[config.mk]
export PLATFORM = sky130hd
export DESIGN_NAME = fpa_front
export DESIGN_NICKNAME = d
export VERILOG_FILES = /design/src/fpa_pkg.sv /design/src/fpa_front.sv
export SDC_FILE = /design/constraint.sdc
export NUM_CORES = 2
export LEC_CHECK = 0
export BUFFER_PORTS_ARGS = -buffer_cell sky130_fd_sc_hd__buf_2
export CAP_MARGIN = 20
export CORE_MARGIN = 2
export CORE_UTILIZATION = 59
export CTS_CLUSTER_DIAMETER = 30
export DETAILED_ROUTE_END_ITERATION = 8
export PLACE_DENSITY = 0.8
export SLEW_MARGIN = 20
export SYNTH_ARGS = -nofsm -noshare
export SYNTH_HDL_FRONTEND = slang
export SYNTH_SLANG_ARGS = --single-unit
[constraint.sdc]
create_clock -name clk -period 9.38 [get_ports clk]
set_input_delay 0.469 -clock clk [delete_from_list [all_inputs] [get_ports clk]]
set_output_delay 0.469 -clock clk [all_outputs]
set_load 0.02 [all_outputs]
[src/fpa_pkg.sv]
// Shared constants, types and helpers for the Q24.8 fixed-point ALU.
package fpa_pkg;

  localparam int FRAC_BITS = 8;
  localparam int DATA_W    = 32;
  localparam int DIV_W     = DATA_W + FRAC_BITS;  // dividend width, one cell per bit
  localparam int MAG_W     = 64;

  localparam logic [3:0] ACT_ADD  = 4'd0;
  localparam logic [3:0] ACT_SUB  = 4'd1;
  localparam logic [3:0] ACT_MUL  = 4'd2;
  localparam logic [3:0] ACT_DIV  = 4'd3;
  localparam logic [3:0] ACT_GT   = 4'd4;
  localparam logic [3:0] ACT_LT   = 4'd5;
  localparam logic [3:0] ACT_GE   = 4'd6;
  localparam logic [3:0] ACT_LE   = 4'd7;
  localparam logic [3:0] ACT_EQ   = 4'd8;
  localparam logic [3:0] ACT_NE   = 4'd9;
  localparam logic [3:0] ACT_INC  = 4'd10;
  localparam logic [3:0] ACT_DEC  = 4'd11;
  localparam logic [3:0] ACT_MIN  = 4'd12;
  localparam logic [3:0] ACT_MAX  = 4'd13;
  localparam logic [3:0] ACT_FINT = 4'd14;
  localparam logic [3:0] ACT_TINT = 4'd15;

  typedef struct packed {
    logic              valid;
    logic              is_div;
    logic              neg;
    logic              dz;
    logic [DATA_W-1:0] mb;
    logic [DATA_W-1:0] rem;
    logic [DIV_W-1:0]  nq;    // dividend bits in, quotient bits out
    logic [DATA_W-1:0] r;
    logic              cmp;
    logic              ovf;
  } cell_t;

  // Apply sign to a magnitude and saturate; returns {overflow, value}.
  function automatic logic [DATA_W:0] sat_mag(input logic [MAG_W-1:0] m, input logic neg);
    logic [DATA_W-1:0] lo;
    lo = m[DATA_W-1:0];
    if (neg) begin
      if (m > (MAG_W'(1) << (DATA_W - 1))) sat_mag = {1'b1, 1'b1, {(DATA_W-1){1'b0}}};
      else sat_mag = {1'b0, DATA_W'(-lo)};
    end else begin
      if (m > ((MAG_W'(1) << (DATA_W - 1)) - MAG_W'(1)))
        sat_mag = {1'b1, 1'b0, {(DATA_W-1){1'b1}}};
      else sat_mag = {1'b0, lo};
    end
  endfunction

  // Saturate a 33-bit signed sum; returns {overflow, value}.
  function automatic logic [DATA_W:0] sat_sum(input logic [DATA_W:0] s);
    if (s[DATA_W] != s[DATA_W-1])
      sat_sum = {1'b1, s[DATA_W], {(DATA_W-1){~s[DATA_W]}}};
    else sat_sum = {1'b0, s[DATA_W-1:0]};
  endfunction

endpackage

[src/fpa_front.sv]
// Front end: operand decode, simple ops, multiplier and its rounding (two stages).
module fpa_front (
  input  logic                        clk,
  input  logic                        rst_n,
  input  logic                        en,
  input  logic                        in_valid,
  input  logic [3:0]                  in_action,
  input  logic signed [31:0]          in_operand_a,
  input  logic signed [31:0]          in_operand_b,
  output fpa_pkg::cell_t              cell_o
);

  localparam int DW = fpa_pkg::DATA_W;

  logic              v_r;
  logic [3:0]        act_r;
  logic              neg_r;
  logic [DW-1:0]     ma_r, mb_r;
  logic [63:0]       p_r;
  logic [DW-1:0]     r_r;
  logic              cmp_r, ovf_r, dz_r;

  logic [DW-1:0]     ma_nxt, mb_nxt, r_nxt;
  logic              cmp_nxt, ovf_nxt;
  logic [DW:0]       sat;
  logic [DW+fpa_pkg::FRAC_BITS-1:0] fint;
  logic [DW-1:0]     tint;

  always_comb begin
    ma_nxt  = in_operand_a[DW-1] ? DW'(-in_operand_a) : in_operand_a;
    mb_nxt  = in_operand_b[DW-1] ? DW'(-in_operand_b) : in_operand_b;
    r_nxt   = '0;
    cmp_nxt = 1'b0;
    ovf_nxt = 1'b0;
    sat     = '0;
    fint    = {{fpa_pkg::FRAC_BITS{in_operand_a[DW-1]}}, in_operand_a} << fpa_pkg::FRAC_BITS;
    tint    = ma_nxt >> fpa_pkg::FRAC_BITS;
    case (in_action)
      fpa_pkg::ACT_ADD: sat = fpa_pkg::sat_sum({in_operand_a[DW-1], in_operand_a}
                                               + {in_operand_b[DW-1], in_operand_b});
      fpa_pkg::ACT_SUB: sat = fpa_pkg::sat_sum({in_operand_a[DW-1], in_operand_a}
                                               - {in_operand_b[DW-1], in_operand_b});
      fpa_pkg::ACT_INC: sat = fpa_pkg::sat_sum({in_operand_a[DW-1], in_operand_a} + (DW+1)'(1));
      fpa_pkg::ACT_DEC: sat = fpa_pkg::sat_sum({in_operand_a[DW-1], in_operand_a} - (DW+1)'(1));
      fpa_pkg::ACT_GT:  cmp_nxt = in_operand_a >  in_operand_b;
      fpa_pkg::ACT_LT:  cmp_nxt = in_operand_a <  in_operand_b;
      fpa_pkg::ACT_GE:  cmp_nxt = in_operand_a >= in_operand_b;
      fpa_pkg::ACT_LE:  cmp_nxt = in_operand_a <= in_operand_b;
      fpa_pkg::ACT_EQ:  cmp_nxt = in_operand_a == in_operand_b;
      fpa_pkg::ACT_NE:  cmp_nxt = in_operand_a != in_operand_b;
      fpa_pkg::ACT_MIN: sat = {1'b0, (in_operand_a < in_operand_b) ? in_operand_a : in_operand_b};
      fpa_pkg::ACT_MAX: sat = {1'b0, (in_operand_a > in_operand_b) ? in_operand_a : in_operand_b};
      fpa_pkg::ACT_FINT: begin
        // fits when the bits above the sign all match it
        if (fint[DW+fpa_pkg::FRAC_BITS-1:DW-1] == '0 || fint[DW+fpa_pkg::FRAC_BITS-1:DW-1] == '1)
          sat = {1'b0, fint[DW-1:0]};
        else sat = {1'b1, in_operand_a[DW-1], {(DW-1){~in_operand_a[DW-1]}}};
      end
      fpa_pkg::ACT_TINT: sat = {1'b0, in_operand_a[DW-1] ? DW'(-tint) : tint};
      default: sat = '0;
    endcase
    ovf_nxt = sat[DW];
    r_nxt   = sat[DW-1:0];
  end

  always_ff @(posedge clk) begin
    if (!rst_n) v_r <= 1'b0;
    else if (en) v_r <= in_valid;
    if (en) begin
      act_r <= in_action;
      neg_r <= in_operand_a[DW-1] ^ in_operand_b[DW-1];
      ma_r  <= ma_nxt;
      mb_r  <= mb_nxt;
      p_r   <= 64'(ma_nxt) * 64'(mb_nxt);
      r_r   <= r_nxt;
      cmp_r <= cmp_nxt;
      ovf_r <= ovf_nxt;
      dz_r  <= (in_action == fpa_pkg::ACT_DIV) && (in_operand_b == '0);
    end
  end

  // second stage: round the product half away from zero, set up the divider
  fpa_pkg::cell_t c_nxt, c_r;
  logic [63:0]    pq;
  logic [DW:0]    msat;

  always_comb begin
    pq   = (p_r + (64'(1) << (fpa_pkg::FRAC_BITS - 1))) >> fpa_pkg::FRAC_BITS;
    msat = fpa_pkg::sat_mag(pq, neg_r);
    c_nxt        = '0;
    c_nxt.valid  = v_r;
    c_nxt.is_div = (act_r == fpa_pkg::ACT_DIV);
    c_nxt.neg    = neg_r;
    c_nxt.dz     = dz_r;
    c_nxt.mb     = mb_r;
    c_nxt.rem    = '0;
    c_nxt.nq     = {ma_r, {fpa_pkg::FRAC_BITS{1'b0}}};
    c_nxt.r      = (act_r == fpa_pkg::ACT_MUL) ? msat[DW-1:0] : r_r;
    c_nxt.cmp    = cmp_r;
    c_nxt.ovf    = (act_r == fpa_pkg::ACT_MUL) ? msat[DW] : ovf_r;
  end

  always_ff @(posedge clk) begin
    if (!rst_n) c_r.valid <= 1'b0;
    else if (en) c_r <= c_nxt;
  end

  assign cell_o = c_r;

endmodule

==> summary.txt <==
Status
  • Status: finished clean

Cells and area
  • Layout area overhead: 18.5%
  • Fill cells: 6367
  • Layout Nets: 7662
  • Fraction of layout cells with a size suffix above 1: 18.0%

Floorplan
  • Total I/O pin count: 214
  • Die Span Y: 298 um
  • Core area: 85400 um2
  • Row count: 107
  • DIE AREA: 88800 um2
  • Starting Density: 59.7%
  • Chip Width: 298 um

Setup path
  • Required @ worst endpoint: 9790 ps
  • CP startpoint: in_operand_b[4]
  • Crit-path slowest cell: or4_4
  • Arrival time at the worst endpoint: 9620 ps
  • CP delay by family, top: adder cells
  • Crit Path Max Fanout: 4
  • CP max stage delay: 630 ps
  • Critical Path End Type: flop
  • R2r startpoint: p_r[21]$_DFFE_PP_
  • Worst setup SP type: primary input
  • CP dominant cell by count: fa_1
  • WS Path Type: in2reg
  • Worst path bufs/invs: 6

Routing
  • Avg Vias per Cell: 6.05
  • DR vias: 45.7k
  • Post-route ant nets: 0
  • Initial DRC count: 5395
  • First-pass DRT Iterations: 7
  • Drc violations: 0
  • DR WL/cell: 25.4 um
  • Detailed Route WL: 192000 um

Clock network
  • CTS Hold Bufs: 0
  • Max clock buf depth: 3
  • Worst-skew pair later-pin latency: 660 ps
  • Num CTS Buffers: 55
  • H-tree depth: 2
  • Clk sinks: 264
  • CTS tree: built
  • Root buf cell: clkbuf_16
  • Reg clk slew, reported paths: 50 ps

Timing
  • Final period util: 98.3%
  • Measured slew at the worst slew-check pin: 1290 ps
  • Final setup violation count: 0
  • Fmax: 108 MHz
  • Final Hold Viols: 0
  • Hold slack: 84.8 ps
  • Fin crit period: 9220 ps
  • Skew final: 14.9 ps
  • Rel. slew slack: 13.5%
  • Fin. max-slew vios: 0

Global routing
  • Largest net degree at the start of global routing: 75
  • Antenna violations before repair: 14
  • Vias in the first global route: 47.8k
  • GRT Util Overall: 43.4%
  • First-pass GRT wire length: 285000 um
  • GRT overflow: 0

Logic synthesis
  • Synth Flop Type: edfxtp_1
  • Synth cell types: 100
  • Number of synthesized flops with an enable pin: 262
  • Synthesized instance count: 5743
  • #FFs+latches synth: 264
  • Syn_area_per_cell: 8.88 um2
  • Cell Area, Synth: 51000 um2
  • Async SR Flop Fraction: 0%
  • Warnings from Yosys: 0
  • Seq/Total Area, Yosys: 15.5%

Min path
  • HP Class: in2reg
  • Hold path start: rst_n

Run
  • Max-cap viol count: 0

Placement
  • DP HPWL: 156000 um
  • Port Buffers: 173
  • GPL Wtd Cong: 1.07
-- kinds of logic after synthesis --
group                    after synthesis  share of synthesized area, %
AND/OR/NAND/NOR                     1765                          15.1
buffers and inverters               1422                          10.9
adder cells (fa/ha/maj)             1234                          43.5
AO/OA/AOI/OAI                        721                          9.17
XOR/XNOR                             308                          5.32
flip-flops                           264                          15.5
multiplexers                          28                         0.562
other                                  1                       0.00735
-- registers in the layout, summed over array words and instances, names as in the netlist --
register and flops:
r_r 32, cmp_r 1, ma_r 32, p_r 57, neg_r 1, dz_r 1, mb_r 32, cell_o 102
act_r 4, v_r 1, ovf_r 1
-- what timing repair did --
item,4_1_cts,5_1_grt
endpoints found under the setup margin,11,19
setup buffers,0,23
resized for setup,3,142
cloned,0,2
pin swaps,0,104
-- worst paths after layout --
check / cells after the start / slack [ps] / end
setup / recovery: 34 / 160 / p_r[60]$_DFFE_PP_
hold / removal: 2 / 80 / v_r$_SDFFE_PN0P_
setup reg to reg: 12 / 3690 / cell_o[0]$_DFFE_PP_
hold reg to reg: 0 / 410 / cell_o[48]$_DFFE_PP_
-- metal layers --
layer / share of wire [%] / vias up / track usage (%)
met5: 0.012 / - / 0
met4: 9.5 / 4 / 33.2
met3: 13 / 972 / 12.6
met2: 43 / 3045 / 64.4
met1: 35 / 22500 / 53.7
li1: - / 19200 / -
-- through the flow --
stage                     worst slack (ps)  cells  utilization (%)  cell area (um2)  TNS (ps)
after floorplan                      -2.47   5782                -            51300     -2.47
after global placement                -879   7418             67.5            57700    -11560
after detailed placement              -955   7418             67.5            57700    -14190
after CTS                             36.6   7519             69.8            59600         0
after global routing                 -94.3   7547             70.8            60500      -570
final                                  162   7551             70.8            60500         0
-- cell usage in the layout, fill, tap and decap left out, drive strengths merged, types with 10 or more instances in the layout --
cell	n
inv	1064
fa	897
buf	859
nor2	721
nand2	626
ha	337
edfxtp	262
a21oi	207
xnor2	199
o21ai	183
xor2	109
nand3	77
clkbuf	64
nor3	64
nand4	51
a21o	50
conb	40
clkinv	38
and2	32
nor2b	31
and3	30
nand2b	30
a221o	27
o211ai	26
mux2i	26
a31oi	24
o31ai	23
o21a	22
nor4	21
or3	20
o21bai	19
or2	17
a2111oi	16
a211oi	15
and4	14
o211a	12
a22oi	11
nor3b	10
-- worst reg2reg max path, stage by stage, from the launching register on --
cell       delay (ps)
edfxtp_1          550
nand4_2           220
nor4b_4           500
nand4_1           650
nor3_1            610
a21oi_1           150
a2111oi_0         500
o21ai_0           200
nor3_2            640
o21ai_1           350
a21oi_4           690
nor2b_1           260
a21oi_1            90
-- cells in the mapped netlist (21+ instances only) --
master | instances | area share, %
o21ai_0 | 175 | 1.7
mux2i_1 | 25 | 0.49
nor3_1 | 60 | 0.59
a21oi_1 | 204 | 2.0
a21o_1 | 50 | 0.74
buf_4 | 44 | 0.65
xnor2_1 | 199 | 3.4
nand4_1 | 49 | 0.60
o31ai_1 | 21 | 0.31
nor2_1 | 721 | 5.3
xor2_1 | 108 | 1.9
clkbuf_1 | 262 | 1.9
nor2b_1 | 31 | 0.38
edfxtp_1 | 262 | 15
nand2_1 | 625 | 4.6
a31oi_1 | 24 | 0.29
and3_1 | 30 | 0.37
o21a_1 | 22 | 0.32
a221o_1 | 27 | 0.53
nand2b_1 | 30 | 0.37
fa_1 | 897 | 35
inv_1 | 1051 | 7.7
nand3_1 | 77 | 0.76
and2_1 | 29 | 0.36
ha_1 | 337 | 8.3
o211ai_1 | 26 | 0.38
-- cell type report --
type                            count  area [um2]  area share (%)
Timing Repair Buffer              861        6540            10.8
Sequential cell                   264        7910            13.1
Tap cell                         1144        1430            2.37
Clock buffer                       62        1400            2.32
Antenna cell                        6        15.0          0.0248
Inverter                         1078        4070            6.73
Multi-Input combinational cell   4096       38600            63.8
Clock inverter                     40         504           0.834
Power is not shown: default switching activity piles up to over one toggle a cycle in this logic, so the estimate is an artifact.
