--- src/fpa_pkg.sv ---
// Shared constants, types and helpers for the Q24.8 fixed-point ALU.
package fpa_pkg;

  localparam int FRAC_BITS = 8;
  localparam int DATA_W    = 32;
  localparam int DIV_W     = DATA_W + FRAC_BITS;  // dividend width, one cell per bit
  localparam int MAG_W     = 64;

  localparam logic [3:0] ACT_ADD  = 4'd0;
  localparam logic [3:0] ACT_SUB  = 4'd1;
  localparam logic [3:0] ACT_MUL  = 4'd2;
  localparam logic [3:0] ACT_DIV  = 4'd3;
  localparam logic [3:0] ACT_GT   = 4'd4;
  localparam logic [3:0] ACT_LT   = 4'd5;
  localparam logic [3:0] ACT_GE   = 4'd6;
  localparam logic [3:0] ACT_LE   = 4'd7;
  localparam logic [3:0] ACT_EQ   = 4'd8;
  localparam logic [3:0] ACT_NE   = 4'd9;
  localparam logic [3:0] ACT_INC  = 4'd10;
  localparam logic [3:0] ACT_DEC  = 4'd11;
  localparam logic [3:0] ACT_MIN  = 4'd12;
  localparam logic [3:0] ACT_MAX  = 4'd13;
  localparam logic [3:0] ACT_FINT = 4'd14;
  localparam logic [3:0] ACT_TINT = 4'd15;

  typedef struct packed {
    logic              valid;
    logic              is_div;
    logic              neg;
    logic              dz;
    logic [DATA_W-1:0] mb;
    logic [DATA_W-1:0] rem;
    logic [DIV_W-1:0]  nq;    // dividend bits in, quotient bits out
    logic [DATA_W-1:0] r;
    logic              cmp;
    logic              ovf;
  } cell_t;

  // Apply sign to a magnitude and saturate; returns {overflow, value}.
  function automatic logic [DATA_W:0] sat_mag(input logic [MAG_W-1:0] m, input logic neg);
    logic [DATA_W-1:0] lo;
    lo = m[DATA_W-1:0];
    if (neg) begin
      if (m > (MAG_W'(1) << (DATA_W - 1))) sat_mag = {1'b1, 1'b1, {(DATA_W-1){1'b0}}};
      else sat_mag = {1'b0, DATA_W'(-lo)};
    end else begin
      if (m > ((MAG_W'(1) << (DATA_W - 1)) - MAG_W'(1)))
        sat_mag = {1'b1, 1'b0, {(DATA_W-1){1'b1}}};
      else sat_mag = {1'b0, lo};
    end
  endfunction

  // Saturate a 33-bit signed sum; returns {overflow, value}.
  function automatic logic [DATA_W:0] sat_sum(input logic [DATA_W:0] s);
    if (s[DATA_W] != s[DATA_W-1])
      sat_sum = {1'b1, s[DATA_W], {(DATA_W-1){~s[DATA_W]}}};
    else sat_sum = {1'b0, s[DATA_W-1:0]};
  endfunction

endpackage

--- src/fpa_back.sv ---
// Back end: quotient rounding, saturation and the output register.
module fpa_back (
  input  logic                 clk,
  input  logic                 rst_n,
  input  logic                 en,
  input  fpa_pkg::cell_t       cell_i,
  output logic                 out_valid,
  output logic signed [31:0]   out_result_value,
  output logic                 out_compare_true,
  output logic                 out_overflow,
  output logic                 out_divide_by_zero
);

  localparam int DW = fpa_pkg::DATA_W;

  logic              v_r, cmp_r, ovf_r, dz_r;
  logic [DW-1:0]     r_r;
  logic [DW-1:0]     r_nxt;
  logic              ovf_nxt;
  logic              rnd;
  logic [DW:0]       dsat;

  always_comb begin
    // round the quotient magnitude half up (half away from zero): 2*rem >= divisor
    rnd     = {cell_i.rem, 1'b0} >= {1'b0, cell_i.mb};
    dsat    = fpa_pkg::sat_mag(fpa_pkg::MAG_W'(cell_i.nq) + fpa_pkg::MAG_W'(rnd), cell_i.neg);
    r_nxt   = cell_i.r;
    ovf_nxt = cell_i.ovf;
    if (cell_i.is_div) begin
      r_nxt   = cell_i.dz ? '0 : dsat[DW-1:0];
      ovf_nxt = cell_i.dz ? 1'b0 : dsat[DW];
    end
  end

  always_ff @(posedge clk) begin
    if (!rst_n) v_r <= 1'b0;
    else if (en) v_r <= cell_i.valid;
    if (en) begin
      r_r   <= r_nxt;
      ovf_r <= ovf_nxt;
      cmp_r <= cell_i.cmp;
      dz_r  <= cell_i.dz;
    end
  end

  assign out_valid          = v_r;
  assign out_result_value   = r_r;
  assign out_compare_true   = cmp_r;
  assign out_overflow       = ovf_r;
  assign out_divide_by_zero = dz_r;

endmodule

--- config.mk ---
export PLATFORM = sky130hd
export DESIGN_NAME = fpa_back
export DESIGN_NICKNAME = d
export VERILOG_FILES = /design/src/fpa_pkg.sv /design/src/fpa_back.sv
export SDC_FILE = /design/constraint.sdc
export NUM_CORES = 1
export LEC_CHECK = 0
export ABC_AREA = 1
export BUFFER_PORTS_ARGS = -buffer_cell sky130_fd_sc_hd__clkbuf_2
export CORE_MARGIN = 2
export CORE_UTILIZATION = 30
export CTS_BUF_LIST = sky130_fd_sc_hd__clkbuf_8
export DETAILED_ROUTE_END_ITERATION = 16
export GPL_TIMING_DRIVEN = 0
export PLACE_DENSITY_LB_ADDON = 0.12
export SLEW_MARGIN = 20
export SYNTH_ARGS = -nofsm -noshare
export SYNTH_HDL_FRONTEND = slang
export SYNTH_SLANG_ARGS = --single-unit
--- constraint.sdc ---
create_clock -name clk -period 7.07 [get_ports clk]
set_input_delay 0.3535 -clock clk [delete_from_list [all_inputs] [get_ports clk]]
set_output_delay 0.3535 -clock clk [all_outputs]
set_load 0.01 [all_outputs]
==> impl_metrics.py, run 1 <==
metrics = {
    "clocking": {
        "cts_tree": "built",
        "h-tree-depth": 2,
        "clock_path_buffers": 2,
        "post_cts_buffers": 0,
        "cts_hold_buf": 0,
        "root_buffer": "clkbuf_8",
        "numCtsBuffers": 5,
        "clkSlewWorstSetupHoldPaths_ns": 0.07,
        "insertion_delay_ns": 0.28,
        "ctsResizeCount": 0,
        "clkSinkCount": 36,
    },
    "place": {
        "dp_cells": 1407,
        "placed_cell_area_mm2": 0.00689,
        "port_buffers": 179,
        "gp_congestion": 0.917,
        "post-dp-hpwl_mm": 17.1,
    },
    "cells_and_area": {
        "fin_util_pct": 37.4,
        "final_area_mm2": 0.00700,
        "drive_above_1_share_pct": 19.8,
        "fin_nets": 1360,
        "diodes": 0,
        "fin_cells": 1415,
        "area_growth_pct": 22.7,
    },
    "critical_path": {
        "slowest_delay_ns": 0.49,
        "path_class": "in2reg",
        "critical_path_arrival_ns": 4.61,
        "cp_slowest_cell": "nor2_1",
        "cp-end-kind": "flip-flop",
        "crit_cells": 27,
        "path_buf_inv": 3,
        "cp_max_fo": 10,
        "crit_path_start_kind": "input port",
        "critPathMostFrequentCell": "nand2_1",
        "reg2reg_depth": 2,
        "critPathTopFamily": "simple AND/OR/NAND/NOR gates",
        "cp.required_ns": 7.12,
    },
    "drt": {
        "drt_wl_total_mm": 19.6,
        "drc": 0,
        "via_per_inst": 4.75,
        "dr.pass1.iters": 5,
        "ant_nets": 0,
        "wl_per_cell_um": 13.8,
        "first_iter_violations": 395,
        "num_vias": 6727,
    },
    "grt": {
        "antenna_found_initial": 0,
        "grt_pass1_vias": 6116,
        "grt_max_degree": 38,
        "grt-ovfl-total": 0,
        "grt_usage_pct": 19.0,
        "grt_pass1_wl_mm": 30.7,
    },
    "floorplan": {
        "die_w_um": 142,
        "std_cell_rows": 50,
        "pin_count": 181,
        "start_util_pct": 30.5,
        "core_mm2": 0.0187,
        "die_area_mm2": 0.0201,
        "die_h_um": 142,
    },
    "timing": {
        "fin_crit_sh_pct": 64.5,
        "slew_viol_final": 0,
        "max-slew-margin-rel_pct": 38.8,
        "setup_viol": 0,
        "max_freq_ghz": 0.219,
        "tightest_slew_ns": 0.918,
        "clock_skew_ns": 0,
        "rsz0062_at_grt": "no",
        "period_needed_ns": 4.56,
        "whs_ns": 0.239,
        "finalSetupTns_ns": 0,
        "hold_viol": 0,
    },
    "min_path": {
        "hold_depth": 1,
        "min_path_type": "in2reg",
    },
    "pwr": {
        "max-vdd-ir-drop_v": 0.0000587,
        "leakage_uw": 0.00363,
        "powerDensity_mw_per_mm2": 99.7,
    },
    "synth": {
        "yosysSeqAreaShare_pct": 18.8,
        "synth_area_per_cell_um2": 5.74,
        "synth_seq_cells": 36,
        "syn_area_mm2": 0.00570,
        "syn_nets": 1174,
        "ys_warn_count": 0,
        "yosysUniqueCellTypes": 37,
        "synthCells": 994,
    },
    "run_status": {
        "status": "finished clean",
    },
    "flow_run": {
        "maxCapViolCount": 0,
    },
}
## logic make-up (layout without fill, tap and decap cells)
family / count (synthesis) / in the layout / share of synthesized area, %
xor gates and xnor gates: 9 / 9 / 1.38
DFF: 36 / 36 / 18.8
adders and majority gates: 35 / 35 / 7.68
buffers and inverters: 151 / 338 / 10.5
and+or+nand+nor: 700 / 700 / 55.7
AOI/OAI and AO/OA: 63 / 63 / 5.90
## sequential cells by signal (all words and copies together) (netlist names)
register	flops
out_result_value	32
out_compare_true	1
out_divide_by_zero	1
out_overflow	1
out_valid	1
## synthesized netlist by cell type, drive strengths merged
cell / instances / area share (%)
nand2: 375 / 26
nor3: 9 / 0.79
o21ai: 33 / 2.9
a21o: 1 / 0.13
inv: 128 / 8.4
and2: 2 / 0.22
ha: 35 / 7.7
o41ai: 1 / 0.15
edfxtp: 35 / 18
a31oi: 3 / 0.33
nand4: 53 / 5.8
dfxtp: 1 / 0.35
o211ai: 1 / 0.13
buf: 9 / 1.2
or2: 1 / 0.11
nor4: 1 / 0.11
a221oi: 1 / 0.15
xnor2: 2 / 0.31
xor2: 7 / 1.1
nand3b: 22 / 2.9
a211oi: 2 / 0.26
nor2: 143 / 11
clkbuf: 12 / 0.79
clkinv: 2 / 0.13
nand3: 94 / 8.6
a21oi: 21 / 1.8
## per-layer routing
metal  track usage, %  vias to the layer above  routed length (um)
li1                 -                     3606                   -
met1             26.8                     2898                9530
met2             30.6                      199                8570
met3             2.33                       24                1060
met4             5.32                        0                 401
met5                0                        -                   0
## path summary, 6_finish.rpt
| check | slack [ns] | start | endpoint |
|---|---|---|---|
| max | 2.51 | cell_i[128] | out_overflow$_DFFE_PP_ |
| min | 0.24 | cell_i[1] | out_compare_true$_DFFE_PP_ |
| max reg2reg | 6.40 | out_valid$_SDFFE_PN0P_ | out_valid$_SDFFE_PN0P_ |
| min reg2reg | 0.55 | out_valid$_SDFFE_PN0P_ | out_valid$_SDFFE_PN0P_ |
## where the power goes
group | total, uW | internal (uW) | switching (uW)
Clock | 176 | 103 | 73.0
Combinational | 261 | 98.2 | 163
Sequential | 261 | 256 | 4.50
Total | 698 | 458 | 240
## through the flow
step / worst slack [ns] / total power (uW)
2_1_floorplan: 3.43 / 413
3_3_place_gp: 2.26 / 527
3_5_place_dp: 2.21 / 527
4_1_cts: 2.53 / 706
5_1_grt: 2.01 / 749
6_report: 2.51 / 698
## layout by cell type (no fill, tap or decap), types with 3 or more instances in the layout
| cell type | count |
|---|---|
| nand2_2 | 14 |
| o21ai_1 | 3 |
| clkbuf_8 | 5 |
| inv_1 | 127 |
| xor2_1 | 7 |
| buf_6 | 3 |
| clkbuf_1 | 12 |
| nand3b_1 | 22 |
| nor2_1 | 128 |
| nand2_1 | 357 |
| nand4_1 | 53 |
| o21ai_0 | 30 |
| nor2_4 | 9 |
| nand3_1 | 91 |
| nor3_1 | 9 |
| nor2_2 | 4 |
| buf_2 | 5 |
| a21oi_1 | 21 |
| edfxtp_1 | 35 |
| nand2_4 | 4 |
| a31oi_1 | 3 |
| ha_1 | 35 |
| clkbuf_2 | 179 |
## cell type report
cell class                      count  area [um2]
Buffer                             21         111
Clock buffer                        5        68.8
Clock inverter                      3        38.8
Fill cell                        2142       11700
Inverter                          130         488
Multi-Input combinational cell    807        4030
Sequential cell                    36        1070
Tap cell                          234         293
Timing Repair Buffer              179         896
Note: power is estimated with default switching activity, not from simulation.
==> run 2, diff against run 1 <==
==> constraint.sdc (replaced) <==
create_clock -name clk -period 4.6 [get_ports clk]
set_input_delay 0.23 -clock clk [delete_from_list [all_inputs] [get_ports clk]]
set_output_delay 0.23 -clock clk [all_outputs]
set_load 0.01 [all_outputs]
==> run 2 against run 1 <==
Total power up 54%. Critical path depth down 2. Sequential share of layout area down 0.052 points. Sequential power up 54%. Clock power up 56%. Setup slack worse by 1.9 ns. Critical endpoint is now out_result_value[31]$_DFFE_PP_. Largest power group is now combinational cells.
==> impl_metrics.py, run 2 (synthesis results as in run 1) <==
metrics = {
    "drt": {
        "via_per_inst": 4.77,
        "drc": 0,
        "num_vias": 6748,
        "wl_per_cell_um": 13.9,
        "dr.pass1.iters": 5,
        "drt_wl_total_mm": 19.6,
        "first_iter_violations": 402,
        "ant_nets": 0,
    },
    "pwr": {
        "finalPower_uw": 1080,
        "leakage_uw": 0.00363,
        "max-vdd-ir-drop_v": 0.0000900,
        "powerDensity_mw_per_mm2": 153,
    },
    "critical_path": {
        "endpoint": "out_result_value[31]$_DFFE_PP_",
        "critPathTopFamily": "simple AND/OR/NAND/NOR gates",
        "critical_path_arrival_ns": 4.09,
        "path_class": "in2reg",
        "ff2ff_setup_slack_ns": 3.93,
        "cp.required_ns": 4.65,
        "cp_max_fo": 7,
        "reg2reg_depth": 2,
        "critPathMostFrequentCell": "nand2_1",
        "reg2reg_to": "out_valid$_SDFFE_PN0P_",
        "reg2reg_from": "out_valid$_SDFFE_PN0P_",
        "cp-end-kind": "flip-flop",
        "slowest_delay_ns": 0.29,
        "crit_path_start_kind": "input port",
        "crit_cells": 25,
        "critPathLaunch": "cell_i[124]",
        "cp_slowest_cell": "nor2_2",
        "path_buf_inv": 2,
    },
    "cells_and_area": {
        "multi_input_comb_area_mm2": 0.00406,
        "most-common-layout-cells": "nand2_1 (357), clkbuf_2 (179), inv_1 (127), nor2_1 (127), nand3_1 (91)",
        "final_area_mm2": 0.00702,
        "fin_nets": 1360,
        "final_common_cell": "nand2_1",
        "area_growth_pct": 23.1,
        "fin_cells": 1415,
        "largest_register_ffs": 32,
        "fillCellCount": 2137,
        "regArea_mm2": 0.00107,
        "drive_above_1_share_pct": 20.1,
        "diodes": 0,
    },
    "grt": {
        "grt_max_degree": 38,
        "grt_pass1_vias": 6116,
        "antenna_found_initial": 0,
        "grt_pass1_wl_mm": 30.7,
        "grt_usage_pct": 19.0,
        "grt-ovfl-total": 0,
    },
    "timing": {
        "hold_viol": 0,
        "whs_ns": 0.116,
        "tightest_slew_ns": 0.921,
        "period_needed_ns": 4.04,
        "clock_skew_ns": 0,
        "max-slew-margin-rel_pct": 38.6,
        "rsz0062_at_grt": "no",
        "max_freq_ghz": 0.247,
        "setup_viol": 0,
        "fin_crit_sh_pct": 87.8,
        "fin_ws_ns": 0.559,
        "slew_viol_final": 0,
    },
    "floorplan": {
        "pin_count": 181,
        "die_area_mm2": 0.0201,
        "die_h_um": 142,
        "std_cell_rows": 50,
        "die_w_um": 142,
        "start_util_pct": 30.5,
        "core_mm2": 0.0187,
    },
    "clocking": {
        "post_cts_buffers": 0,
        "insertion_delay_ns": 0.28,
        "clock_path_buffers": 2,
        "clkSinkCount": 36,
        "h-tree-depth": 2,
        "root_buffer": "clkbuf_8",
        "clkSlewWorstSetupHoldPaths_ns": 0.08,
        "cts_tree": "built",
        "numCtsBuffers": 5,
    },
    "place": {
        "gp_congestion": 0.917,
        "pre_cts_slack_ns": -0.138,
        "placed_cell_area_mm2": 0.00689,
        "post-dp-hpwl_mm": 17.1,
        "dp_cells": 1407,
        "port_buffers": 179,
    },
    "min_path": {
        "holdCritStartpoint": "cell_i[1]",
        "min_path_type": "in2reg",
    },
    "run_status": {
        "status": "finished clean",
    },
    "flow_run": {
        "maxCapViolCount": 0,
    },
}
## run 2: changes by cell type in the layout (fill, tap and decap cells not counted)
| cell | before | now |
|---|---|---|
| nor3_1 | 9 | 8 |
| nor2_2 | 4 | 2 |
| clkbuf_1 | 12 | 11 |
| nor2_1 | 128 | 127 |
| buf_2 | 5 | 6 |
| nor3_2 | 0 | 1 |
| nor2_4 | 9 | 12 |
## run 2: per-layer routing
layer,vias up,global-route usage [%],routed length (um)
met5,-,0,0
met3,22,2.33,1130
met2,206,30.6,8660
met4,0,5.32,382
met1,2916,26.8,9470
li1,3604,-,-
## run 2: power breakdown
part | leakage, uW | internal (uW) | total, uW | switching (uW)
registers | 0.000348 | 394 | 401 | 6.92
logic | 0.00322 | 151 | 402 | 251
clock network | 0.0000593 | 159 | 274 | 115
## run 2: timing repair
| item | in CTS | in global routing |
|---|---|---|
| resized for setup | 0 | 8 |
| hold buffers | 0 | 0 |
| setup endpoints to repair | 0 | 31 |
## run 2: how the worst min path moves through the flow
stage / endpoint / slack (ns) / cells after the start
final: out_compare_true$_DFFE_PP_ / 0.12 / 1
after global routing: out_compare_true$_DFFE_PP_ / 0.11 / 1
after CTS: out_compare_true$_DFFE_PP_ / 0.10 / 1
after detailed placement: out_compare_true$_DFFE_PP_ / 0.41 / 1
after global placement: out_compare_true$_DFFE_PP_ / 0.41 / 1
after floorplan: out_valid$_SDFFE_PN0P_ / 0.32 / 1
## run 2: area by class of cell
class / count / area share [%]
multi-input combinational: 807 / 57.7
buffer: 21 / 1.60
inverter: 130 / 6.95
sequential: 36 / 15.3
clock inverter: 3 / 0.552
clock buffer: 5 / 0.980
tap: 234 / 4.17
timing repair buffer: 179 / 12.8
## run 2: per-stage QoR
step	TNS [ns]	util, %
floorplan	0	-
global placement	-1.07	36.8
detailed placement	-2.84	36.8
CTS	0	37.4
global route	0	37.5
finish	0	37.5
## run 2: worst reg2reg max path, stage by stage, from the launching register on
cell	delay [ns]
dfxtp_1	0.31
o21ai_0	0.15
a21oi_1	0.06
