<file path="config.mk">
export PLATFORM = sky130hd
export DESIGN_NAME = fpa_div_cell
export DESIGN_NICKNAME = d
export VERILOG_FILES = /design/src/fpa_pkg.sv /design/src/fpa_div_cell.sv
export SDC_FILE = /design/constraint.sdc
export NUM_CORES = 1
export LEC_CHECK = 0
export ABC_AREA = 1
export BUFFER_PORTS_ARGS = -buffer_cell sky130_fd_sc_hd__buf_4
export CAP_MARGIN = 20
export CORE_UTILIZATION = 45
export DETAILED_ROUTE_END_ITERATION = 10
export PLACE_DENSITY = 0.78
export SLEW_MARGIN = 5
export SYNTH_ARGS = -nofsm -noshare
export SYNTH_HDL_FRONTEND = slang
export SYNTH_SLANG_ARGS = --single-unit
</file>
<file path="constraint.sdc">
create_clock -name clk -period 4.5 [get_ports clk]
set_clock_uncertainty 0.15 [all_clocks]
set_input_delay 0.9 -clock clk [delete_from_list [all_inputs] [get_ports clk]]
set_output_delay 0.9 -clock clk [all_outputs]
set_load 0.1 [all_outputs]
</file>
<file path="src/fpa_pkg.sv">
// Shared constants, types and helpers for the Q24.8 fixed-point ALU.
package fpa_pkg;

  localparam int FRAC_BITS = 8;
  localparam int DATA_W    = 32;
  localparam int DIV_W     = DATA_W + FRAC_BITS;  // dividend width, one cell per bit
  localparam int MAG_W     = 64;

  localparam logic [3:0] ACT_ADD  = 4'd0;
  localparam logic [3:0] ACT_SUB  = 4'd1;
  localparam logic [3:0] ACT_MUL  = 4'd2;
  localparam logic [3:0] ACT_DIV  = 4'd3;
  localparam logic [3:0] ACT_GT   = 4'd4;
  localparam logic [3:0] ACT_LT   = 4'd5;
  localparam logic [3:0] ACT_GE   = 4'd6;
  localparam logic [3:0] ACT_LE   = 4'd7;
  localparam logic [3:0] ACT_EQ   = 4'd8;
  localparam logic [3:0] ACT_NE   = 4'd9;
  localparam logic [3:0] ACT_INC  = 4'd10;
  localparam logic [3:0] ACT_DEC  = 4'd11;
  localparam logic [3:0] ACT_MIN  = 4'd12;
  localparam logic [3:0] ACT_MAX  = 4'd13;
  localparam logic [3:0] ACT_FINT = 4'd14;
  localparam logic [3:0] ACT_TINT = 4'd15;

  typedef struct packed {
    logic              valid;
    logic              is_div;
    logic              neg;
    logic              dz;
    logic [DATA_W-1:0] mb;
    logic [DATA_W-1:0] rem;
    logic [DIV_W-1:0]  nq;    // dividend bits in, quotient bits out
    logic [DATA_W-1:0] r;
    logic              cmp;
    logic              ovf;
  } cell_t;

  // Apply sign to a magnitude and saturate; returns {overflow, value}.
  function automatic logic [DATA_W:0] sat_mag(input logic [MAG_W-1:0] m, input logic neg);
    logic [DATA_W-1:0] lo;
    lo = m[DATA_W-1:0];
    if (neg) begin
      if (m > (MAG_W'(1) << (DATA_W - 1))) sat_mag = {1'b1, 1'b1, {(DATA_W-1){1'b0}}};
      else sat_mag = {1'b0, DATA_W'(-lo)};
    end else begin
      if (m > ((MAG_W'(1) << (DATA_W - 1)) - MAG_W'(1)))
        sat_mag = {1'b1, 1'b0, {(DATA_W-1){1'b1}}};
      else sat_mag = {1'b0, lo};
    end
  endfunction

  // Saturate a 33-bit signed sum; returns {overflow, value}.
  function automatic logic [DATA_W:0] sat_sum(input logic [DATA_W:0] s);
    if (s[DATA_W] != s[DATA_W-1])
      sat_sum = {1'b1, s[DATA_W], {(DATA_W-1){~s[DATA_W]}}};
    else sat_sum = {1'b0, s[DATA_W-1:0]};
  endfunction

endpackage

</file>
<file path="src/fpa_div_cell.sv">
// One restoring-division cell: retires one quotient bit and passes the item on.
module fpa_div_cell (
  input  logic           clk,
  input  logic           rst_n,
  input  logic           en,
  input  fpa_pkg::cell_t cell_i,
  output fpa_pkg::cell_t cell_o
);

  localparam int DW = fpa_pkg::DATA_W;

  fpa_pkg::cell_t c_r, c_nxt;
  logic [DW:0]    t;
  logic           ge;

  always_comb begin
    t     = {cell_i.rem, cell_i.nq[fpa_pkg::DIV_W-1]};
    ge    = t >= {1'b0, cell_i.mb};
    c_nxt = cell_i;
    c_nxt.rem = ge ? DW'(t - {1'b0, cell_i.mb}) : t[DW-1:0];
    c_nxt.nq  = {cell_i.nq[fpa_pkg::DIV_W-2:0], ge};
  end

  always_ff @(posedge clk) begin
    if (!rst_n) c_r.valid <= 1'b0;
    else if (en) c_r <= c_nxt;
  end

  assign cell_o = c_r;

endmodule

</file>
==> flow_summary.json, run 1 <==
{
  "cts_max_level": 4,
  "tightestPinTransition_ns": 1.01,
  "track_usage_pct": 25.1,
  "cts_tree": "built",
  "ant_nets": 0,
  "clk_pin_slew_ns": 0.07,
  "fin_crit_ns": 2.81,
  "netlist_area_um2": 7390,
  "cellLeakagePower_nw": 5.14,
  "largest_register_ffs": 142,
  "end_kind": "flop",
  "drv_slew": 0,
  "clkLatencyLatePin_ns": 0.42,
  "syn_to_final_growth_pct": 39.8,
  "drt_wl_total_um": 21300,
  "die_h_um": 130,
  "final-seq-area_um2": 4250,
  "r2r_start": "cell_o[141]",
  "start_util_pct": 46.3,
  "cap_violations": 0,
  "vias": 6142,
  "antenna_found_initial": 1,
  "yosysWarnings": 0,
  "worst-path-max-fanout": 36,
  "grt_first_pass_wirelength_um": 31200,
  "place_hpwl_um": 16700,
  "fp-row-count": 46,
  "power_density_nw_per_um2": 423,
  "viasPerCell": 4.63,
  "ys_types": 28,
  "cts_buffers": 17,
  "slew_headroom_pct": 32.7,
  "gp_congestion": 0.911,
  "max_freq_mhz": 356,
  "seq_area_frac_synth_pct": 57.6,
  "numPortBuffers": 286,
  "syn_nets": 975,
  "hold_viol": 0,
  "clk_path_buf_depth": 2,
  "fin_setup_tns_ns": 0,
  "hp-class": "flop to flop",
  "min_path_cells": 2,
  "io_pins": 287,
  "drc": 0,
  "avgRoutedWirePerCell_um": 16.0,
  "r2r_setup_slack_ns": 3.72,
  "holdBufCountCts": 0,
  "grt_max_degree": 113,
  "num-fill-cells": 1315,
  "vdd_drop_max_v": 0.000303,
  "period_share_pct": 62.4,
  "postSynthAreaPerCell_um2": 9.27,
  "r2r_end": "cell_o[141]",
  "grt_pass1_vias": 5942,
  "syn_inst": 797,
  "worstPathRequired_ns": 4.53,
  "ys_ff_latch": 142,
  "worstHoldEndpoint": "cell_o[141]",
  "die-area_um2": 16900,
  "layout_commonest_cell": "nand2_1",
  "layout_common_cells": "nand2_1 (298), buf_4 (288), inv_1 (151)",
  "crit_type": "input port to flop",
  "cts_root_buf": "clkbuf_16",
  "reg2reg_depth": 2,
  "hold_slack_ns": 0.402,
  "coreArea_um2": 15900,
  "drtIter0Drc": 284,
  "worst_setup_path_start_kind": "input port",
  "async_flop_share_pct": 0,
  "postCtsSetupBuffers": 0,
  "finalSetupViolCount": 0,
  "synth_edf_count": 141,
  "multi_input_area_um2": 2480,
  "dominantRegCellSynth": "edfxtp_1",
  "nets": 1275,
  "die_w_um": 130,
  "min_from": "cell_o[141]",
  "status": "completed",
  "cp_data_arrival_time_ns": 2.83,
  "cts_resized": 0,
  "final_layout_size_suffix_gt1_share_pct": 31.4,
  "gr-total-overflow": 0,
  "rsz0062_at_grt": "no",
  "cts.sinks": 142,
  "drt_first_pass_iters": 4
}
[cell families (layout without fill, tap and decap cells)]
logic type | count (synthesis) | in the layout | synth area share, %
other | 0 | 1 | 0
DFF | 142 | 142 | 57.6
adders and majority gates | 33 | 33 | 5.69
buffers and inverters | 161 | 474 | 8.84
AOI/OAI and AO/OA | 27 | 27 | 1.90
xor gates and xnor gates | 14 | 14 | 1.66
and+or+nand+nor | 420 | 420 | 24.3
[layer usage]
| metal | share of wire (%) | GRT usage [%] | vias up |
|---|---|---|---|
| li1 | - | - | 3127 |
| met4 | 3.2 | 11.5 | 0 |
| met3 | 8.5 | 7.54 | 35 |
| met1 | 40 | 28.7 | 2774 |
| met2 | 48 | 43.3 | 206 |
| met5 | 0 | 0 | - |
[report_power, final]
| part | leakage, nW | switching, mW | total (mW) | internal [mW] |
|---|---|---|---|---|
| combinational | 3.53 | 1.07 | 1.40 | 0.333 |
| clock | 0.278 | 0.626 | 1.36 | 0.736 |
| sequential | 1.33 | 0.0284 | 1.61 | 1.58 |
[worst max path at each step]
stage	startpoint	endpoint	slack (ns)	cells after the start
finish	cell_i[87]	cell_o[92]	1.69	13
global route	cell_i[113]	cell_o[76]	1.51	14
CTS	cell_i[87]	cell_o[85]	1.66	13
detailed placement	cell_i[87]	cell_o[85]	1.22	13
global placement	cell_i[113]	cell_o[99]	1.28	14
floorplan	rst_n	cell_o[0]	0.21	2
[metrics by stage]
step	area (um2)	power (mW)	setup WS, ns	instances	util (%)
final	10300	4.37	1.69	1327	64.8
after global routing	10300	4.53	1.51	1327	64.8
after CTS	10300	4.40	1.66	1326	64.8
after detailed placement	9750	3.04	1.22	1294	61.2
after global placement	9750	3.02	1.28	1294	61.2
after floorplan	7390	2.68	0.206	797	-
[cell type report]
type / count / share of cell area [%]
flip-flops and latches: 142 / 41.2
clock inverters: 15 / 1.45
clock buffers: 17 / 4.12
multi-input cells: 494 / 24.0
diodes: 1 / 0.0242
repair buffers: 288 / 20.9
well taps: 216 / 2.62
inverters: 154 / 5.67
[Yosys cell counts, types with 2 or more instances]
cell type	number	area [um2]
a21oi_1	22	110
and2_1	8	50.1
buf_6	6	67.6
edfxtp_1	141	4230
ha_1	32	400
inv_1	152	571
nand2_1	298	1120
nand2_2	11	68.8
nand2_4	3	33.8
nand3_1	37	185
nand3b_1	10	75.1
nand4_1	2	12.5
nor2_1	34	128
nor2_2	6	37.5
nor3_1	6	30.0
nor3_2	2	20.0
o21ai_0	3	15.0
o21bai_1	2	15.0
xor2_1	13	114
[worst max-delay path, cell delays in order]
cell and delay, ns:
buf_4 0.12, ha_1 0.34, nand2_1 0.12, nor2_1 0.28, nand2_1 0.12, nor2_2 0.11, nand2_1 0.07, nand3_1 0.08
nor2_2 0.07, nand2_8 0.21, inv_4 0.21, nand2_2 0.10, nand2_1 0.06
Note: power is estimated with default switching activity, not from simulation.
==> run 2: changes to the inputs <==
Clock period 4.5 ns to 2.35 ns, I/O delays scaled along.
==> run 2 against run 1 <==
Compared with the run above: routed wire length up 11%; critical path type unchanged; critical path depth did not move; clock power is 110% higher; sequential share of layout area is 3.3 points lower; highest routed layer unchanged.
==> flow_summary.json, run 2 (synthesis results as in run 1) <==
{
  "status": "completed",
  "hold_viol": 0,
  "vdd_drop_max_v": 0.000514,
  "worst-path-max-fanout": 3,
  "end_kind": "flop",
  "path_buf_inv": 4,
  "grtUsageMet1_pct": 31.8,
  "vias": 6710,
  "dpl-instance-area_um2": 10600,
  "hold_slack_ns": 0.0628,
  "slew_headroom_pct": 70.1,
  "critPathTopFamily": "simple AND/OR/NAND/NOR gates",
  "io_pins": 287,
  "r2r_start": "cell_o[141]",
  "coreArea_um2": 15900,
  "cts_root_buf": "clkbuf_16",
  "gp_congestion": 0.929,
  "rsz0062_at_grt": "no",
  "holdBufCountCts": 0,
  "largest_register_ffs": 142,
  "worstHoldEndpoint": "cell_o[67]",
  "critPathMaxStageDelay_ns": 0.39,
  "hp-class": "input port to flop",
  "max_freq_mhz": 453,
  "grt_max_degree": 49,
  "startpoint": "cell_i[73]",
  "r2r_end": "cell_o[141]",
  "gr-total-overflow": 0,
  "layout_common_cells": "buf_4 (396), nand2_1 (297), inv_1 (151)",
  "syn_to_final_growth_pct": 52.0,
  "drt_wl_total_um": 23600,
  "cpMostUsedCell": "nand3_1",
  "reg2reg_depth": 2,
  "die_w_um": 130,
  "stdcell_area_um2": 11200,
  "final_layout_size_suffix_gt1_share_pct": 37.6,
  "drc": 0,
  "die-area_um2": 16900,
  "cts_buffers": 17,
  "finalPower_mw": 8.87,
  "fin_setup_tns_ns": 0,
  "critPathSlowestCell": "fa_1",
  "track_usage_pct": 28.2,
  "drv_slew": 0,
  "cellLeakagePower_nw": 5.69,
  "fp-row-count": 46,
  "power_density_nw_per_um2": 790,
  "grt_pass1_vias": 6565,
  "viasPerCell": 4.68,
  "use_met3_pct": 9.18,
  "period_share_pct": 94.0,
  "cts_resized": 0,
  "min_path_cells": 1,
  "r2r_setup_slack_ns": 1.56,
  "use_met2_pct": 46.8,
  "cp_data_arrival_time_ns": 2.24,
  "post-place-ws_ns": -0.261,
  "instances_no_fill": 1435,
  "finalSetupViolCount": 0,
  "clk_pin_slew_ns": 0.07,
  "crit_type": "input port to flop",
  "worst_setup_path_start_kind": "input port",
  "drtIter0Drc": 399,
  "cts_max_level": 4,
  "tightestPinTransition_ns": 0.447,
  "die_h_um": 130,
  "layout_commonest_cell": "buf_4",
  "worstPathRequired_ns": 2.38,
  "diodes": 0,
  "worst_slack_ns": 0.141,
  "min_from": "cell_i[66]",
  "avgRoutedWirePerCell_um": 16.5,
  "nets": 1385,
  "clk_path_buf_depth": 2,
  "start_util_pct": 46.3,
  "numPortBuffers": 286,
  "clkLatencyLatePin_ns": 0.42,
  "antenna_found_initial": 0,
  "postCtsSetupBuffers": 0,
  "cts.sinks": 142,
  "grt_first_pass_wirelength_um": 34700,
  "crit_chain": "buf_4 -> inv_1 -> ha_1 -> fa_1 -> inv_1 -> buf_4 -> nand3_1 -> nand3_1 -> nand3_1 -> nand2_1 -> nand2_1 -> nand3_1 -> nand2_1",
  "drt_first_pass_iters": 4,
  "post-route-util_pct": 70.4,
  "fin_crit_ns": 2.21,
  "place_hpwl_um": 18200,
  "ant_nets": 0,
  "cap_violations": 0,
  "grt-busiest-layer": "met2",
  "dp.cells": 1404,
  "cts_tree": "built"
}
[run 2: cell count changes in the layout (fill, tap and decap cells not counted), moves of 2 or more]
cell       change
buf_12         +2
bufinv_16      +3
inv_6          -2
buf_4        +108
inv_8          -2
clkinv_8       -2
[run 2: area by class of cell]
class | instances | area (um2)
fill | 1220 | 4720
clock inverter | 14 | 185
tap | 216 | 270
sequential | 142 | 4250
multi-input combinational | 494 | 2490
clock buffer | 17 | 425
inverter | 154 | 584
timing repair buffer | 398 | 3010
[run 2: power by group]
group          total [mW]  internal, mW  switching [mW]  leakage, nW
clock network        2.85          1.69            1.16        0.294
registers            3.08          3.02          0.0577         1.33
logic                2.94         0.828            2.12         4.07
total                8.87          5.54            3.33         5.69
[run 2: how the worst max path moves through the flow]
stage,end,cells past startpoint
after floorplan,cell_o[0],2
after detailed placement,cell_o[100],13
after global routing,cell_o[90],14
after global placement,cell_o[100],13
after CTS,cell_o[100],13
final,cell_o[100],13
[run 2: layer usage]
layer  up-vias  share of wire, %
met1      3013                39
met5         -                 0
met4         0               4.9
met2       262                48
li1       3355                 -
met3        80               8.2
[run 2: worst register-to-register path, stage by stage (launching register included)]
cell     delay (ns)
dfxtp_1        0.31
o21ai_0        0.16
a21oi_1        0.06
==> run 3: changes to the inputs <==
Settings changed: BUFFER_PORTS_ARGS -buffer_cell sky130_fd_sc_hd__buf_4 to -buffer_cell sky130_fd_sc_hd__buf_2.
==> run 3 against run 2 <==
Compared with the run above: non-clock buffer count increased by 2; worst setup slack got worse by 0.013 ns; via count shrank 1.9%; largest power group unchanged; register-to-register slack is essentially flat; critical path depth rose by 1; sequential power is essentially flat.
==> flow_summary.json, run 3 (synthesis results as in run 1) <==
{
  "die-area_um2": 16900,
  "syn_to_final_growth_pct": 42.5,
  "largest_register_ffs": 142,
  "wl_met2_um": 10900,
  "combPwrFrac_pct": 32.6,
  "critPathMaxStageDelay_ns": 0.40,
  "startpoint": "cell_i[73]",
  "swShare_pct": 39.0,
  "drc": 0,
  "r2r_start": "cell_o[141]",
  "highest_layer": "met5",
  "r2r_setup_slack_ns": 1.56,
  "die_w_um": 130,
  "cellLeakagePower_nw": 5.46,
  "clockPowerShare_pct": 31.2,
  "place_hpwl_um": 17500,
  "tightestPinTransition_ns": 0.534,
  "cts_resized": 0,
  "gp_congestion": 0.931,
  "final-seq-area_um2": 4250,
  "hp-class": "input port to flop",
  "vdd_drop_max_v": 0.000545,
  "clk_pin_slew_ns": 0.06,
  "hold_slack_ns": 0.0639,
  "cp_data_arrival_time_ns": 2.25,
  "finalPower_mw": 8.48,
  "period_share_pct": 94.5,
  "cts_tree": "built",
  "worstPathRequired_ns": 2.38,
  "crit_type": "input port to flop",
  "drv_slew": 0,
  "layout_common_cells": "nand2_1 (297), buf_2 (286), inv_1 (151)",
  "drtIter0Drc": 293,
  "status": "completed",
  "numPortBuffers": 286,
  "avgRoutedWirePerCell_um": 15.4,
  "final_layout_size_suffix_gt1_share_pct": 37.6,
  "die_h_um": 130,
  "end_kind": "flop",
  "drt-met1-wl_um": 8810,
  "track_usage_pct": 26.6,
  "fin_crit_ns": 2.22,
  "gr-total-overflow": 0,
  "power_density_nw_per_um2": 806,
  "grt_pass1_vias": 6371,
  "ant_nets": 0,
  "p_int_mw": 5.18,
  "post-route-util_pct": 66.0,
  "coreArea_um2": 15900,
  "antenna_found_initial": 4,
  "max_freq_mhz": 450,
  "reg2reg_depth": 2,
  "holdBufCountCts": 0,
  "grt_max_degree": 70,
  "cts.sinks": 142,
  "fp-row-count": 46,
  "postCtsSetupBuffers": 0,
  "worst-path-max-fanout": 3,
  "critPathSlowestCell": "fa_1",
  "r2r_end": "cell_o[141]",
  "fin_setup_tns_ns": 0,
  "start_util_pct": 46.3,
  "grt_first_pass_wirelength_um": 32900,
  "cts_max_level": 4,
  "layout_commonest_cell": "nand2_1",
  "nets": 1387,
  "drt_first_pass_iters": 4,
  "clk_path_buf_depth": 2,
  "cap_violations": 0,
  "switching_power_mw": 3.31,
  "dpl-instance-area_um2": 9940,
  "multi_input_area_um2": 2490,
  "viasPerCell": 4.57,
  "slew_headroom_pct": 64.7,
  "worst_setup_path_start_kind": "input port",
  "io_pins": 287,
  "vias": 6581,
  "cp-endpoint": "cell_o[102]",
  "cts_root_buf": "clkbuf_16",
  "pwr-share-seq_pct": 36.2,
  "cts_buffers": 17,
  "stdcell_area_um2": 10500,
  "num-fill-cells": 1320,
  "drt_wl_total_um": 22200,
  "crit_chain": "buf_2 -> inv_1 -> ha_1 -> fa_1 -> inv_1 -> nand3_1 -> nand3_1 -> nand3_1 -> nand2_1 -> nand2_1 -> nand2_1 -> nand2_1 -> nand3_1 -> nand2_1",
  "hold_viol": 0,
  "rsz0062_at_grt": "no",
  "finalSetupViolCount": 0,
  "cpMostUsedCell": "nand2_1",
  "met3_length_um": 1790,
  "clkLatencyLatePin_ns": 0.43
}
-- run 3: cell types whose count changed in the layout (fill, tap and decap cells not counted), sizes merged --
cell | before | now
clkinv | 4 | 7
inv | 158 | 160
bufinv | 3 | 1
clkinvlp | 3 | 1
buf | 398 | 400
diode | 0 | 3
-- run 3: final cells by class --
cell class	instances	area share, %
tap	216	2.57
multi-input combinational	494	23.7
inverter	154	5.55
sequential	142	40.4
clock buffer	17	4.04
timing repair buffer	400	22.2
antenna	3	0.0713
clock inverter	15	1.44
-- run 3: how the worst min path moves through the flow --
stage | start | endpoint | slack (ns) | depth (start not counted)
after detailed placement | cell_o[141] | cell_o[141] | 0.39 | 2
after global routing | cell_i[25] | cell_o[25] | 0.05 | 1
after CTS | cell_i[17] | cell_o[17] | 0.05 | 1
after global placement | cell_o[141] | cell_o[141] | 0.37 | 2
after floorplan | en | cell_o[141] | 0.41 | 1
final | cell_i[68] | cell_o[69] | 0.06 | 1
-- run 3: metal layers --
metal	global-route usage, %	vias to the layer above
li1	-	3353
met1	30.3	2942
met2	46.9	237
met3	7.91	47
met4	10.4	2
met5	0	-
-- run 3: critical path, delay by kind of cell --
kind,cells,cell delay [ns]
simple gates,9,0.91
buf+inv,3,0.24
fa+ha+maj,2,0.62
-- run 3: metrics by stage --
step | setup WS (ns) | cells
3_5_place_dp | -0.273 | 1406
5_1_grt | 0.00198 | 1440
4_1_cts | 0.149 | 1438
3_3_place_gp | -0.280 | 1406
2_1_floorplan | -0.779 | 797
6_report | 0.128 | 1441
-- run 3: power by group through the flow --
stage	registers (mW)	clock network, mW	logic, mW
4_1_cts	3.07	2.70	2.77
2_1_floorplan	4.48	0	0.658
3_3_place_gp	3.11	0	2.73
6_report	3.07	2.65	2.76
5_1_grt	3.09	2.79	2.93
3_5_place_dp	3.12	0	2.76
